==> src/rtl/wss_pkg.sv <==
// Shared types, constants and helper functions for the waypoint steering block.
package wss_pkg;

	localparam int WP_DEPTH = 64;
	localparam int WP_AW    = $clog2(WP_DEPTH);
	localparam int IDX_W    = 7;

	localparam logic [63:0] DIST2_MIN  = 64'd4295;
	localparam logic [30:0] ACCEL_MIN  = 31'd65;
	localparam logic [30:0] WORK_R_MIN = 31'd49152;
	localparam logic [16:0] TS_MAX     = 17'd65536;
	localparam logic [1:0]  COMP_LAST  = 2'd2;

	localparam logic [30:0] MAX_SPEED_RST = 31'd655360;
	localparam logic [30:0] MAX_ACCEL_RST = 31'd327680;
	localparam logic [30:0] ARR_RAD_RST   = 31'd65536;
	localparam logic [16:0] TIME_STEP_RST = 17'd1092;

	typedef enum logic [1:0] {
		OPC_LOAD    = 2'd0,
		OPC_RESTART = 2'd1,
		OPC_TICK    = 2'd2,
		OPC_NONE    = 2'd3
	} opcode_t;

	typedef enum logic [1:0] {
		REG_MAX_SPEED = 2'd0,
		REG_MAX_ACCEL = 2'd1,
		REG_ARR_RAD   = 2'd2,
		REG_TIME_STEP = 2'd3
	} cfg_reg_t;

	typedef enum logic [4:0] {
		OP_NONE, OP_ACCEPT, OP_FETCH, OP_LOAD, OP_MUL, OP_ACC, OP_DOT, OP_D2_CHK,
		OP_SET_WANT, OP_WANT_MIN, OP_SQRT_ACC, OP_SQRT_PROD2, OP_DIV_DIST,
		OP_DIV_LEN, OP_DL_Q, OP_SET_MAXD, OP_SET_LEN, OP_DL_SCALE, OP_VADD,
		OP_VW_SCALE, OP_POS, OP_ARRIVE, OP_RESP
	} dp_op_t;

	typedef enum logic [3:0] {
		M_BEF_SQ, M_DL_SQ, M_VW_SQ, M_AFT_SQ, M_BEF_AFT, M_BEF_WANT, M_ACC_DIST,
		M_ACC_TS, M_MAXD_SQ, M_DL_MAXD, M_MS_SQ, M_VW_MS, M_VW_TS, M_R_SQ
	} mul_sel_t;

	typedef enum logic [5:0] {
		ST_IDLE, ST_FETCH, ST_LOAD, ST_D2_M, ST_D2_A, ST_D2_CHK, ST_D_W, ST_WANT,
		ST_BRK_M, ST_BRK_S, ST_BRK_W, ST_BRK_MIN, ST_DL_M, ST_DL_D, ST_DL_W, ST_DL_Q,
		ST_MD_M, ST_MD_S, ST_L2_M, ST_L2_A, ST_L2_PM, ST_L2_CHK, ST_L2_W, ST_L2_LEN,
		ST_DLS_M, ST_DLS_D, ST_DLS_W, ST_DLS_Q, ST_VADD, ST_V2_M, ST_V2_A, ST_V2_PM,
		ST_V2_CHK, ST_V2_W, ST_V2_LEN, ST_VS_M, ST_VS_D, ST_VS_W, ST_VS_Q, ST_POS_M,
		ST_POS_U, ST_A2_M, ST_A2_A, ST_DOT_M, ST_DOT_A, ST_R_M, ST_ARR, ST_RESP
	} ctl_state_t;

	typedef struct packed {
		dp_op_t     op;
		mul_sel_t   msel;
		logic [1:0] comp;
	} dp_cmd_t;

	typedef struct packed {
		logic no_path;
		logic acc_small;
		logic acc_gt_prod;
		logic work;
		logic accel_small;
		logic ts_zero;
		logic sqrt_done;
		logic div_done;
	} dp_sts_t;

	typedef struct packed {
		logic [1:0]         op;
		logic [IDX_W-1:0]   slot;
		logic signed [31:0] coord_x;
		logic signed [31:0] coord_y;
		logic signed [31:0] coord_z;
		logic               point_kind;
	} item_t;

	typedef struct packed {
		logic signed [31:0] pos_x;
		logic signed [31:0] pos_y;
		logic signed [31:0] pos_z;
		logic signed [31:0] vel_x;
		logic signed [31:0] vel_y;
		logic signed [31:0] vel_z;
		logic [IDX_W-1:0]   target_index;
		logic               arrived;
	} res_t;

	typedef struct packed {
		logic signed [31:0] x;
		logic signed [31:0] y;
		logic signed [31:0] z;
		logic               kind;
	} wp_t;

	function automatic logic signed [31:0] sat32(input logic signed [33:0] v);
		if (v > 34'sd2147483647) begin
			return 32'sh7fffffff;
		end else if (v < -34'sd2147483648) begin
			return 32'sh80000000;
		end else begin
			return v[31:0];
		end
	endfunction

	function automatic logic signed [33:0] sext34(input logic signed [31:0] v);
		return $signed({{2{v[31]}}, v});
	endfunction

	function automatic logic [31:0] mag32(input logic signed [31:0] v);
		return v[31] ? (32'd0 - v) : v;
	endfunction

	function automatic logic signed [33:0] apply_sign(input logic [31:0] m, input logic neg);
		logic signed [33:0] t;
		t = $signed({2'b00, m});
		return neg ? -t : t;
	endfunction

endpackage

==> src/rtl/wss_ctrl.sv <==
// Controller: sequences one request through the datapath and runs both handshakes.
module wss_ctrl import wss_pkg::*; (
	input  logic       clk,
	input  logic       arst_n,
	input  logic       item_valid,
	input  logic [1:0] item_op,
	output logic       item_ready,
	output logic       res_valid,
	input  logic       res_ready,
	input  dp_sts_t    sts,
	output dp_cmd_t    cmd
);
	ctl_state_t state_q, state_d;
	logic [1:0] c_q, c_d;
	logic       out_valid_q;
	logic       accept, resp_go;

	assign accept  = state_q == ST_IDLE && item_valid;
	assign resp_go = state_q == ST_RESP && (!out_valid_q || res_ready);

	always_ff @(posedge clk or negedge arst_n) begin
		if (!arst_n) begin
			state_q     <= ST_IDLE;
			c_q         <= '0;
			out_valid_q <= 1'b0;
		end else begin
			state_q <= state_d;
			c_q     <= c_d;
			if (resp_go) begin
				out_valid_q <= 1'b1;
			end else if (res_ready) begin
				out_valid_q <= 1'b0;
			end
		end
	end

	always_comb begin
		state_d = state_q;
		c_d     = c_q;
		case (state_q)
			ST_IDLE: begin
				if (accept) begin
					state_d = (item_op == OPC_TICK && !sts.no_path) ? ST_FETCH : ST_RESP;
				end
			end
			ST_FETCH:  state_d = ST_LOAD;
			// squared distance is always needed for the work point overshoot test
			ST_LOAD:   state_d = ST_D2_M;
			ST_D2_M:   state_d = ST_D2_A;
			ST_D2_A: begin
				if (c_q == COMP_LAST) begin state_d = ST_D2_CHK; c_d = '0; end
				else begin state_d = ST_D2_M; c_d = c_q + 1'b1; end
			end
			ST_D2_CHK: state_d = (sts.acc_small || sts.ts_zero) ? ST_POS_M : ST_D_W;
			ST_D_W:    if (sts.sqrt_done) state_d = ST_WANT;
			ST_WANT:   state_d = (sts.work && !sts.accel_small) ? ST_BRK_M : ST_DL_M;
			ST_BRK_M:  state_d = ST_BRK_S;
			ST_BRK_S:  state_d = ST_BRK_W;
			ST_BRK_W:  if (sts.sqrt_done) state_d = ST_BRK_MIN;
			ST_BRK_MIN: state_d = ST_DL_M;
			ST_DL_M:   state_d = ST_DL_D;
			ST_DL_D:   state_d = ST_DL_W;
			ST_DL_W:   if (sts.div_done) state_d = ST_DL_Q;
			ST_DL_Q: begin
				if (c_q == COMP_LAST) begin state_d = ST_MD_M; c_d = '0; end
				else begin state_d = ST_DL_M; c_d = c_q + 1'b1; end
			end
			ST_MD_M:   state_d = ST_MD_S;
			ST_MD_S:   state_d = ST_L2_M;
			ST_L2_M:   state_d = ST_L2_A;
			ST_L2_A: begin
				if (c_q == COMP_LAST) begin state_d = ST_L2_PM; c_d = '0; end
				else begin state_d = ST_L2_M; c_d = c_q + 1'b1; end
			end
			ST_L2_PM:  state_d = ST_L2_CHK;
			ST_L2_CHK: state_d = sts.acc_gt_prod ? ST_L2_W : ST_VADD;
			ST_L2_W:   if (sts.sqrt_done) state_d = ST_L2_LEN;
			ST_L2_LEN: state_d = ST_DLS_M;
			ST_DLS_M:  state_d = ST_DLS_D;
			ST_DLS_D:  state_d = ST_DLS_W;
			ST_DLS_W:  if (sts.div_done) state_d = ST_DLS_Q;
			ST_DLS_Q: begin
				if (c_q == COMP_LAST) begin state_d = ST_VADD; c_d = '0; end
				else begin state_d = ST_DLS_M; c_d = c_q + 1'b1; end
			end
			ST_VADD:   state_d = ST_V2_M;
			ST_V2_M:   state_d = ST_V2_A;
			ST_V2_A: begin
				if (c_q == COMP_LAST) begin state_d = ST_V2_PM; c_d = '0; end
				else begin state_d = ST_V2_M; c_d = c_q + 1'b1; end
			end
			ST_V2_PM:  state_d = ST_V2_CHK;
			ST_V2_CHK: state_d = sts.acc_gt_prod ? ST_V2_W : ST_POS_M;
			ST_V2_W:   if (sts.sqrt_done) state_d = ST_V2_LEN;
			ST_V2_LEN: state_d = ST_VS_M;
			ST_VS_M:   state_d = ST_VS_D;
			ST_VS_D:   state_d = ST_VS_W;
			ST_VS_W:   if (sts.div_done) state_d = ST_VS_Q;
			ST_VS_Q: begin
				if (c_q == COMP_LAST) begin state_d = ST_POS_M; c_d = '0; end
				else begin state_d = ST_VS_M; c_d = c_q + 1'b1; end
			end
			ST_POS_M:  state_d = ST_POS_U;
			ST_POS_U: begin
				if (c_q == COMP_LAST) begin state_d = ST_A2_M; c_d = '0; end
				else begin state_d = ST_POS_M; c_d = c_q + 1'b1; end
			end
			ST_A2_M:   state_d = ST_A2_A;
			ST_A2_A: begin
				if (c_q == COMP_LAST) begin state_d = ST_DOT_M; c_d = '0; end
				else begin state_d = ST_A2_M; c_d = c_q + 1'b1; end
			end
			ST_DOT_M:  state_d = ST_DOT_A;
			ST_DOT_A: begin
				if (c_q == COMP_LAST) begin state_d = ST_R_M; c_d = '0; end
				else begin state_d = ST_DOT_M; c_d = c_q + 1'b1; end
			end
			ST_R_M:    state_d = ST_ARR;
			ST_ARR:    state_d = ST_RESP;
			ST_RESP:   if (resp_go) state_d = ST_IDLE;
			default:   state_d = ST_IDLE;
		endcase
	end

	always_comb begin
		cmd.op   = OP_NONE;
		cmd.msel = M_BEF_SQ;
		cmd.comp = c_q;
		case (state_q)
			ST_IDLE:    if (accept) cmd.op = OP_ACCEPT;
			ST_FETCH:   cmd.op = OP_FETCH;
			ST_LOAD:    cmd.op = OP_LOAD;
			ST_D2_M:    begin cmd.op = OP_MUL; cmd.msel = M_BEF_SQ; end
			ST_D2_A:    cmd.op = OP_ACC;
			ST_D2_CHK:  cmd.op = OP_D2_CHK;
			ST_WANT:    cmd.op = OP_SET_WANT;
			ST_BRK_M:   begin cmd.op = OP_MUL; cmd.msel = M_ACC_DIST; end
			ST_BRK_S:   cmd.op = OP_SQRT_PROD2;
			ST_BRK_MIN: cmd.op = OP_WANT_MIN;
			ST_DL_M:    begin cmd.op = OP_MUL; cmd.msel = M_BEF_WANT; end
			ST_DL_D:    cmd.op = OP_DIV_DIST;
			ST_DL_Q:    cmd.op = OP_DL_Q;
			ST_MD_M:    begin cmd.op = OP_MUL; cmd.msel = M_ACC_TS; end
			ST_MD_S:    cmd.op = OP_SET_MAXD;
			ST_L2_M:    begin cmd.op = OP_MUL; cmd.msel = M_DL_SQ; end
			ST_L2_A:    cmd.op = OP_ACC;
			ST_L2_PM:   begin cmd.op = OP_MUL; cmd.msel = M_MAXD_SQ; end
			ST_L2_CHK:  if (sts.acc_gt_prod) cmd.op = OP_SQRT_ACC;
			ST_L2_LEN:  cmd.op = OP_SET_LEN;
			ST_DLS_M:   begin cmd.op = OP_MUL; cmd.msel = M_DL_MAXD; end
			ST_DLS_D:   cmd.op = OP_DIV_LEN;
			ST_DLS_Q:   cmd.op = OP_DL_SCALE;
			ST_VADD:    cmd.op = OP_VADD;
			ST_V2_M:    begin cmd.op = OP_MUL; cmd.msel = M_VW_SQ; end
			ST_V2_A:    cmd.op = OP_ACC;
			ST_V2_PM:   begin cmd.op = OP_MUL; cmd.msel = M_MS_SQ; end
			ST_V2_CHK:  if (sts.acc_gt_prod) cmd.op = OP_SQRT_ACC;
			ST_V2_LEN:  cmd.op = OP_SET_LEN;
			ST_VS_M:    begin cmd.op = OP_MUL; cmd.msel = M_VW_MS; end
			ST_VS_D:    cmd.op = OP_DIV_LEN;
			ST_VS_Q:    cmd.op = OP_VW_SCALE;
			ST_POS_M:   begin cmd.op = OP_MUL; cmd.msel = M_VW_TS; end
			ST_POS_U:   cmd.op = OP_POS;
			ST_A2_M:    begin cmd.op = OP_MUL; cmd.msel = M_AFT_SQ; end
			ST_A2_A:    cmd.op = OP_ACC;
			ST_DOT_M:   begin cmd.op = OP_MUL; cmd.msel = M_BEF_AFT; end
			ST_DOT_A:   cmd.op = OP_DOT;
			ST_R_M:     begin cmd.op = OP_MUL; cmd.msel = M_R_SQ; end
			ST_ARR:     cmd.op = OP_ARRIVE;
			ST_RESP:    if (resp_go) cmd.op = OP_RESP;
			default:    cmd.op = OP_NONE;
		endcase
	end

	assign item_ready = state_q == ST_IDLE;
	assign res_valid  = out_valid_q;
endmodule

==> config.mk <==
export PLATFORM = sky130hd
export DESIGN_NAME = wss_ctrl
export DESIGN_NICKNAME = d
export VERILOG_FILES = /design/src/rtl/wss_pkg.sv /design/src/rtl/wss_ctrl.sv
export SDC_FILE = /design/constraint.sdc
export NUM_CORES = 1
export LEC_CHECK = 0
export ABC_AREA = 0
export BUFFER_PORTS_ARGS = -buffer_cell sky130_fd_sc_hd__buf_2
export CAP_MARGIN = 10
export CORE_MARGIN = 2
export CORE_UTILIZATION = 40
export DETAILED_ROUTE_END_ITERATION = 10
export PLACE_DENSITY = 0.73
export SYNTH_ARGS = -nofsm -noshare
export SYNTH_HDL_FRONTEND = slang
export SYNTH_SLANG_ARGS = --single-unit
==> constraint.sdc <==
create_clock -name clk -period 2 [get_ports clk]
set_clock_uncertainty 0.05 [all_clocks]
set_input_delay 0.2 -clock clk [delete_from_list [all_inputs] [get_ports clk]]
set_output_delay 0.2 -clock clk [all_outputs]
set_load 0.01 [all_outputs]
# After elaboration in Yosys (flattened, before gate mapping)

Cells that the tools add are included.

Add/subtract/negate cells: 1
Eq/ne operators: 58
Muxes and demuxes: 32
Reductions and logical operators: 18

Operator list:

| operator                                      | count |
|---|---|
| case mux 6 bit (48 select lines)              | 1 |
| case mux 5 bit (22 select lines)              | 1 |
| == test 6 x 5 -> 1 bit, second input constant | 16 |
| == test 6 bit, second input constant          | 16 |
| 2-to-1 mux 6 bit                              | 11 |
| case mux 4 bit (13 select lines)              | 1 |
| == test 6 x 4 -> 1 bit, second input constant | 8 |
| == test 6 x 3 -> 1 bit, second input constant | 4 |
| 2-to-1 mux 3 bit                              | 7 |
| inequality test 2 bit, second input constant  | 8 |
| OR reduction 14 bit                           | 1 |
| == test 6 x 2 -> 1 bit, second input constant | 2 |
| 2-to-1 mux 4 bit                              | 3 |
| 2-to-1 mux 5 bit                              | 2 |
| AND reduction 9 bit                           | 1 |
| OR reduction 9 bit                            | 1 |
| == test 6 x 1 -> 1 bit, second input constant | 1 |
| logical NOT 6 bit                             | 1 |
| 2-to-1 mux 2 bit                              | 3 |
| OR reduction 2 bit                            | 3 |
| == test 2 bit, second input constant          | 2 |
| logical AND 1 bit                             | 4 |
| OR reduction 4 bit                            | 1 |
| logical NOT 1 bit                             | 3 |
| 5 further kinds                               | 8 |

Bits in registers: 9
Logic and storage cells: 112

# Logic depth before layout (Yosys ltp)

Gate-level depths: netlist of run 1.

Word-level depth: 5
Gate-level depth with buffers: 9

# Worst setup path before layout of run 1

No wires, ideal clock.

Path type: flip-flop to flip-flop
Start point: register state_q[4]
End point: register state_q[1]
Arrival time: 1721 ps
Path slack: 103 ps
Cell stages (with the launch flop): 9
Period minus slack after synthesis: 1897 ps
Cells stage by stage: dfrtp_1 > buf_6 > nor2b_4 > buf_6 > o211ai_2 > a21oi_1 > or3_1 > buf_6 > mux2_4

Cells in the longest elaborated chain, start to end: 4

Ends and longest elaborated chain:

| element                                                                           | line                                           | text |
|---|---|---|
| from (decl)                                                                       | wss_ctrl.sv:13                                 | `ctl_state_t state_q, state_d;` |
| from (signal assigned)                                                            | wss_ctrl.sv:27                                 | `state_q <= state_d;` |
| == test 6 bit or logical NOT 6 bit (tied branches)                                | wss_ctrl.sv:19, wss_ctrl.sv:40, wss_ctrl.sv:18 |  |
| logical AND 1 bit (on tied branches)                                              | wss_ctrl.sv:19, wss_ctrl.sv:18                 |  |
| inequality test 2 bit (no line) or inequality test 2 x 1 -> 1 bit (tied branches) | -                                              |  |
| AND reduction 9 bit (no line)                                                     | -                                              |  |

Several ways; a longest one is shown, not always the timed one.
A chain may end at the register's enable or synchronous reset.

==> metrics.md, run 1 <==
| Metric | Value |
|---|---|
| I/O Buffers | 26 |
| Unique cell type count in the Yosys netlist | 53 |
| Detail Route Antenna Nets | 0 |
| Count of final hold-check violations | 0 |
| Violations in the final reports | setup timing |
| Part of the Yosys area used for sequential elements | 0.140 |
| Clock sinks | 9 |
| Total congestion overflow after global routing | 0 |
| Min Clock Period, post-route | 2.23 ns |
| Worst path required time | 1.75 ns |
| Post-placement setup slack | -0.0380 ns |
| Synthesized area | 1610 um2 |
| Count of vias placed by the detailed router | 2592 |
| Clock buffer depth | 2 |
| Worst-margin pin slew | 0.500 ns |
| Status | complete, but fails checks |
| Routed wire length | 8.22 mm |
| Number of antenna violations at the first check in global routing | 0 |
| Max Clk Rate | 448 MHz |
| Chip Height | 67.5 um |
| First-pass GRT wire length | 10.2 mm |
| CTS tree | yes |
| Initial standard-cell utilization of the core | 0.409 |
| Post-synth net total | 257 |
| Synth Area per Inst | 6.64 um2 |
| Final #Nets | 343 |
| Count of placed standard cells in the final layout, fillers left out | 378 |
| Fraction of final layout cells with drive strength greater than 1 | 0.482 |
| Total global routing track utilization | 0.295 |
| Remaining max-slew budget at the tightest pin | 0.664 |
| Total CTS buffers | 3 |
| Hold slack | 0.289 ns |
| Antenna diode count | 0 |
| Estimated wirelength of the detail-placed design | 4.48 mm |
| Layout Area Growth over Synthesis | 65.6% |
| Critical path startpoint category | flop |
| Number of global-route vias before repair | 2157 |
| Async set-or-reset flop fraction in the synthesized netlist | 1.00 |
| Area contributors post-synth | sky130_fd_sc_hd__dfrtp_1 (14%), sky130_fd_sc_hd__a21oi_1 (7.1%), sky130_fd_sc_hd__nand2_1 (6.7%), sky130_fd_sc_hd__nor2_1 (4.4%), sky130_fd_sc_hd__buf_2 (4.3%) |
| DIE WIDTH | 67.5 um |
| Top cells by instance count after synthesis | sky130_fd_sc_hd__nand2_1 (29), sky130_fd_sc_hd__a21oi_1 (23), sky130_fd_sc_hd__nor2_1 (19), sky130_fd_sc_hd__buf_2 (14), sky130_fd_sc_hd__o21ai_0 (14) |
| Die footprint | 4560 um2 |
| Floorplan Core Area | 3940 um2 |
| Part of the cycle the worst path needs | 1.12 |
| Clock edge transition at the registers on the reported setup and hold paths | 0.05 ns |
| Latest clock arrival within the worst-skew pair | 0.24 ns |
| Largest fanout on the critical path | 8 |
| Maximum number of pins on one net before global-route repair | 30 |
| Final Max Slew Viols | 0 |
| CTS H-tree lvls | 1 |
| Number of remaining DRC errors | 0 |
| Data arrival time of the worst path | 1.98 ns |
| Maximum vdd drop | 0.000941 V |
| Seq cells post-synth | 9 |
| Detailed-router iteration count before antenna repair | 6 |
| Worst hold path type | input pin to async pin |
| Cell with the most instances after synthesis | sky130_fd_sc_hd__nand2_1 |
| Setup slack of the critical path after layout | -0.231 ns |
| Number of cells produced by synthesis | 243 |
| Type of element capturing the critical path | primary output |
| Top FF cell, synth | sky130_fd_sc_hd__dfrtp_1 |
| Category of the critical setup timing path | flop to primary output |
| Top cell type's share of synthesized area | 0.140 |
| Clock tree root driver cell | sky130_fd_sc_hd__clkbuf_8 |
| Last weighted congestion value of the routability-driven placer | 1.07 |
| Initial drt markers | 396 |
| Largest area contributor in the netlist | sky130_fd_sc_hd__dfrtp_1 |
| Post-synth EDFFs | 0 |
| Placed insts | 348 |
| Detail-routed net length per standard cell | 21.7 um |
| Max Cap Violations | 0 |
| RSZ-0062 raised after global routing | true |
| Number of endpoints failing setup at the final stage | 14 |
| Ports | 27 |
| Cell area power density | 1900 nW/um2 |
| Vias per std cell | 6.86 |
| Number of warnings reported in the yosys synthesis log | 0 |
| Static leakage power | 1.18 nW |
| Row Count | 23 |
==> cell usage in the layout (no fill, tap or decap), types with 4 or more instances in the layout <==
cell type / instances
sky130_fd_sc_hd__nor3_1: 7
sky130_fd_sc_hd__o211ai_1: 4
sky130_fd_sc_hd__a22oi_1: 4
sky130_fd_sc_hd__or3_1: 4
sky130_fd_sc_hd__buf_2: 26
sky130_fd_sc_hd__nand2_2: 4
sky130_fd_sc_hd__buf_12: 4
sky130_fd_sc_hd__nor2_1: 18
sky130_fd_sc_hd__nand3_1: 8
sky130_fd_sc_hd__inv_1: 6
sky130_fd_sc_hd__o21ai_0: 11
sky130_fd_sc_hd__nand2b_1: 5
sky130_fd_sc_hd__nor2b_2: 4
sky130_fd_sc_hd__buf_4: 63
sky130_fd_sc_hd__a21oi_1: 20
sky130_fd_sc_hd__o22ai_1: 5
sky130_fd_sc_hd__a31oi_1: 6
sky130_fd_sc_hd__nor2b_4: 4
sky130_fd_sc_hd__a32oi_1: 5
sky130_fd_sc_hd__dfrtp_2: 6
sky130_fd_sc_hd__nand2_1: 24
sky130_fd_sc_hd__buf_6: 9
==> where the power goes <==
part / leakage, nW / switching [mW] / internal (mW) / total [mW]
logic: 1.05 / 2.28 / 2.16 / 4.44
clock network: 0.0228 / 0.0742 / 0.139 / 0.213
registers: 0.104 / 0.153 / 0.276 / 0.429
total: 1.18 / 2.51 / 2.58 / 5.08
==> cell families (layout without fill, tap and decap cells) <==
| logic type | Yosys count | after routing | share of synthesized area |
|---|---|---|---|
| AOI/OAI and AO/OA | 91 | 91 | 0.380 |
| xor gates and xnor gates | 2 | 2 | 0.0109 |
| buffers and inverters | 35 | 120 | 0.111 |
| DFF | 9 | 9 | 0.140 |
| muxes | 5 | 5 | 0.0364 |
| and+or+nand+nor | 101 | 101 | 0.322 |
==> state kept, by name (all words and copies together) (netlist names) <==
name / count
state_q: 6
c_q: 2
res_valid: 1
==> what timing repair did <==
action / 4_1_cts / 5_1_grt
cloned: 1 / 3
endpoints found under the setup margin: 11 / 15
setup buffers: 8 / 13
gates resized for setup: 21 / 40
hold buffers: 1 / 0
pin swaps: 3 / 12
endpoints found under the hold margin: 9 / 0
==> worst paths after layout <==
kind | from | to | slack, ns | cells after the start
worst max register to register | state_q[1]$_DFFE_PN0P_ | state_q[1]$_DFFE_PN0P_ | -0.22 | 8
worst min register to register | c_q[0]$_DFFE_PN0P_ | c_q[0]$_DFFE_PN0P_ | 0.56 | 1
min in group clk | sts[0] | state_q[3]$_DFFE_PN0P_ | 0.45 | 4
worst max-delay path | state_q[5]$_DFFE_PN0P_ | cmd[8] | -0.23 | 7
worst min-delay path | arst_n | state_q[5]$_DFFE_PN0P_ | 0.29 | 2
max in group asynchronous | arst_n | state_q[1]$_DFFE_PN0P_ | 1.41 | 2
==> final cells by class <==
class	instances	area, um2
Clock buffer	4	45.0
Tap cell	50	62.6
Timing Repair Buffer	108	907
Fill cell	278	1270
Inverter	8	30.0
Multi-Input combinational cell	199	1400
Sequential cell	9	233
==> layer usage <==
metal  track usage  routed length, um  vias up
met5             0                  0        -
li1              -                  -     1082
met1         0.373               2940     1154
met4         0.143                717        0
met2         0.462               3490      275
met3        0.0783               1070       81
==> critical path, cell delays in order, from the launching register on <==
cell and delay, ns:
sky130_fd_sc_hd__dfrtp_2 0.46, sky130_fd_sc_hd__buf_12 0.16, sky130_fd_sc_hd__nand2_1 0.18, sky130_fd_sc_hd__nand2_1 0.13, sky130_fd_sc_hd__a221oi_2 0.27, sky130_fd_sc_hd__a21oi_1 0.07
sky130_fd_sc_hd__or3_1 0.32, sky130_fd_sc_hd__buf_2 0.15
==> per-stage QoR <==
stage	utilization	cell area (um2)	setup TNS [ns]	total power [mW]
after floorplan	-	1610	0	2.26
after global placement	0.537	2120	0	3.47
after detailed placement	0.537	2120	-0.0698	3.49
after CTS	0.588	2320	-0.495	4.01
after global routing	0.678	2670	-2.91	5.30
final	0.678	2670	-1.99	5.08
(Power assumes the default switching activity.)
==> run 2, diff against run 1 <==
--- a/config.mk
+++ b/config.mk
@@ -5,13 +5,13 @@
 export SDC_FILE = /design/constraint.sdc
 export NUM_CORES = 1
 export LEC_CHECK = 0
-export ABC_AREA = 0
+export ABC_AREA = 1
 export BUFFER_PORTS_ARGS = -buffer_cell sky130_fd_sc_hd__buf_2
 export CAP_MARGIN = 10
 export CORE_MARGIN = 2
 export CORE_UTILIZATION = 40
 export DETAILED_ROUTE_END_ITERATION = 10
-export PLACE_DENSITY = 0.73
+export PLACE_DENSITY = 0.74
 export SYNTH_ARGS = -nofsm -noshare
 export SYNTH_HDL_FRONTEND = slang
 export SYNTH_SLANG_ARGS = --single-unit
==> run 2 against run 1 <==
Net effect: the flow still finishes with violations (setup timing); critical path depth is 3 higher; critical endpoint unchanged; cell area is 9.8% lower; global-route usage is 1.7 points higher; core utilization is 1.5 points lower; synthesized area is 6.4% lower; largest cell class unchanged.
==> metrics.md, run 2 <==
| Metric | Value |
|---|---|
| Min Clock Period, post-route | 2.13 ns |
| CP Cell Sequence | buf_6, nor2_4, buf_6, nand3_1, nand2_1, inv_1, nand3_1, nor3_2, nand2_1, buf_2 |
| Worst setup startpoint | state_q[5]$_DFFE_PN0P_ |
| Type of element capturing the critical path | primary output |
| Number of antenna violations at the first check in global routing | 0 |
| Highest-delay cell along the critical path | sky130_fd_sc_hd__dfrtp_2 |
| Hold EP | res_valid$_DFFE_PN0P_ |
| Worst-margin pin slew | 0.331 ns |
| Top FF cell, synth | sky130_fd_sc_hd__dfrtp_1 |
| Worst path required time | 1.75 ns |
| Setup slack of the critical path after layout | -0.128 ns |
| TNS Setup | -0.419 ns |
| DIE WIDTH | 65.4 um |
| Estimated wirelength of the detail-placed design | 4.75 mm |
| Unique cell type count in the Yosys netlist | 24 |
| Critical path startpoint category | flop |
| Number of buffers and inverters on the critical path | 4 |
| Remaining max-slew budget at the tightest pin | 0.776 |
| Synthesized area | 1510 um2 |
| Floorplan Core Area | 3630 um2 |
| Row Count | 22 |
| Top cell type's share of synthesized area | 0.278 |
| Data arrival time of the worst path | 1.88 ns |
| Hold path depth | 4 |
| Max Clk Rate | 470 MHz |
| Total global routing track utilization | 0.312 |
| Static leakage power | 1.51 nW |
| Count of vias placed by the detailed router | 2508 |
| Number of global-route vias before repair | 2134 |
| Crit path max-delay family | simple AND/OR/NAND/NOR gates |
| Ports | 27 |
| Latest clock arrival within the worst-skew pair | 0.23 ns |
| Clock buffer depth | 2 |
| Fraction of final layout cells with drive strength greater than 1 | 0.382 |
| CTS H-tree lvls | 1 |
| Number of remaining DRC errors | 0 |
| Detailed-router iteration count before antenna repair | 6 |
| Min-Delay Startpoint | res_ready |
| CTS tree | yes |
| Vias per std cell | 5.90 |
| Number of warnings reported in the yosys synthesis log | 0 |
| Number of endpoints failing setup at the final stage | 6 |
| Largest area contributor in the netlist | sky130_fd_sc_hd__nand2_1 |
| Worst hold path type | input pin to flop |
| Post-placement setup slack | 0.0848 ns |
| Violations in the final reports | setup timing |
| Count of final hold-check violations | 0 |
| Part of the Yosys area used for sequential elements | 0.149 |
| Layout Area Growth over Synthesis | 59.6% |
| Last weighted congestion value of the routability-driven placer | 1.14 |
| Detail-routed net length per standard cell | 16.4 um |
| Antenna diode count | 0 |
| Clock sinks | 9 |
| Category of the critical setup timing path | flop to primary output |
| Total CTS buffers | 3 |
| Status | complete, but fails checks |
| Maximum vdd drop | 0.00103 V |
| Detail Route Antenna Nets | 0 |
| Largest Register | state_q |
| CP Depth | 10 |
| Chip Height | 65.4 um |
| Synth Area per Inst | 4.98 um2 |
| Post-synth EDFFs | 0 |
| Die footprint | 4280 um2 |
| Most common library cell in the layout ignoring fill and taps | sky130_fd_sc_hd__nand2_1 |
| Part of the cycle the worst path needs | 1.06 |
| Area contributors post-synth | sky130_fd_sc_hd__nand2_1 (28%), sky130_fd_sc_hd__nand3_1 (18%), sky130_fd_sc_hd__dfrtp_1 (15%), sky130_fd_sc_hd__nor2_1 (14%), sky130_fd_sc_hd__inv_1 (7.7%) |
| Cell area power density | 1470 nW/um2 |
| Total congestion overflow after global routing | 0 |
| Final Max Slew Viols | 0 |
| First-pass GRT wire length | 10.1 mm |
| RR Endpoint | state_q[0]$_DFFE_PN0P_ |
| Post-synth net total | 317 |
| Setup slack of the worst register-to-register path | 0.05 ns |
| Initial standard-cell utilization of the core | 0.416 |
| Source of the worst register-to-register timing path | state_q[5]$_DFFE_PN0P_ |
| Top cells by instance count after synthesis | sky130_fd_sc_hd__nand2_1 (112), sky130_fd_sc_hd__nor2_1 (55), sky130_fd_sc_hd__nand3_1 (53), sky130_fd_sc_hd__inv_1 (31), sky130_fd_sc_hd__dfrtp_1 (9) |
| Routed wire length | 6.97 mm |
| Initial drt markers | 342 |
| Clock edge transition at the registers on the reported setup and hold paths | 0.05 ns |
| Largest fanout on the critical path | 5 |
| Final Core Density | 0.663 |
| Maximum number of pins on one net before global-route repair | 14 |
| Max FFs per register | 6 |
| Seq cells post-synth | 9 |
| Number of cells produced by synthesis | 303 |
| I/O Buffers | 26 |
| Final #Nets | 392 |
| Largest stage delay, worst path | 0.44 ns |
| Top library cells by usage in the layout, fill and taps aside | sky130_fd_sc_hd__nand2_1 (100), sky130_fd_sc_hd__nor2_1 (45), sky130_fd_sc_hd__nand3_1 (39), sky130_fd_sc_hd__buf_4 (39), sky130_fd_sc_hd__buf_2 (26) |
| Max Cap Violations | 0 |
| Clock tree root driver cell | sky130_fd_sc_hd__clkbuf_8 |
| Async set-or-reset flop fraction in the synthesized netlist | 1.00 |
| Cell with the most instances after synthesis | sky130_fd_sc_hd__nand2_1 |
| Number of cells traversed by the worst register-to-register path | 12 |
| RSZ-0062 raised after global routing | true |
run 2: cell types whose count changed after synthesis, sizes merged, moves of 8 or more:
cell and delta:
nand2 +83, nand3 +44, nor2 +39, inv +25
a21oi -19, buf -16, nor2b -11, o21ai -10
a31oi -8
run 2: cell type report:
| cell class | count | area (um2) |
|---|---|---|
| fill | 330 | 1220 |
| sequential | 9 | 233 |
| tap | 48 | 60.1 |
| inverter | 33 | 124 |
| clock inverter | 1 | 5.00 |
| multi-input combinational | 255 | 1380 |
| timing repair buffer | 76 | 572 |
| clock buffer | 3 | 41.3 |
run 2: stage by stage:
step | hold slack, ns | total power, mW | std cells | area, um2
after floorplan | -0.146 | 1.76 | 303 | 1510
after global placement | 0.00743 | 2.55 | 398 | 1870
after detailed placement | 0.0151 | 2.55 | 398 | 1870
after CTS | 0.183 | 3.01 | 410 | 2120
after global routing | 0.256 | 3.79 | 425 | 2410
final | 0.202 | 3.55 | 425 | 2410
run 2: layer usage:
| layer | up-vias | GRT usage | share of wire |
|---|---|---|---|
| met5 | - | 0 | 0 |
| met4 | 0 | 0.141 | 0.073 |
| met3 | 69 | 0.0582 | 0.11 |
| met2 | 219 | 0.511 | 0.45 |
| met1 | 1091 | 0.398 | 0.37 |
| li1 | 1129 | - | - |
run 2: logic make-up (layout without fill, tap and decap cells):
family,count (synthesis),after routing,share of synthesized area
buf+inv,40,113,0.107
compound gates,12,12,0.0481
simple gates,242,243,0.696
flops,9,9,0.149
run 2: worst max path at each step:
| stage | endpoint | slack (ns) |
|---|---|---|
| finish | cmd[8] | -0.13 |
| global route | cmd[6] | -0.23 |
| CTS | cmd[8] | -0.004 |
| detailed placement | cmd[8] | 0.08 |
| global placement | cmd[10] | 0.07 |
| floorplan | cmd[8] | 0.33 |
run 2: timing repair:
| action | in CTS | in global routing |
|---|---|---|
| resized for setup | 36 | 45 |
| setup buffers | 8 | 15 |
| endpoints found under the hold margin | 9 | 0 |
| pin swaps | 4 | 14 |
| endpoints found under the setup margin | 9 | 11 |
| hold buffers | 1 | 0 |
| cloned | 1 | 1 |
run 2: worst min-delay path, delay by kind of cell:
kind	cells	cell delay (ns)
buf+inv	2	0.14
simple gates	2	0.10
run 2: power by group:
part / leakage [nW] / internal (mW) / switching, mW
clock network: 0.0255 / 0.136 / 0.0778
logic: 1.37 / 1.12 / 1.80
registers: 0.107 / 0.279 / 0.141
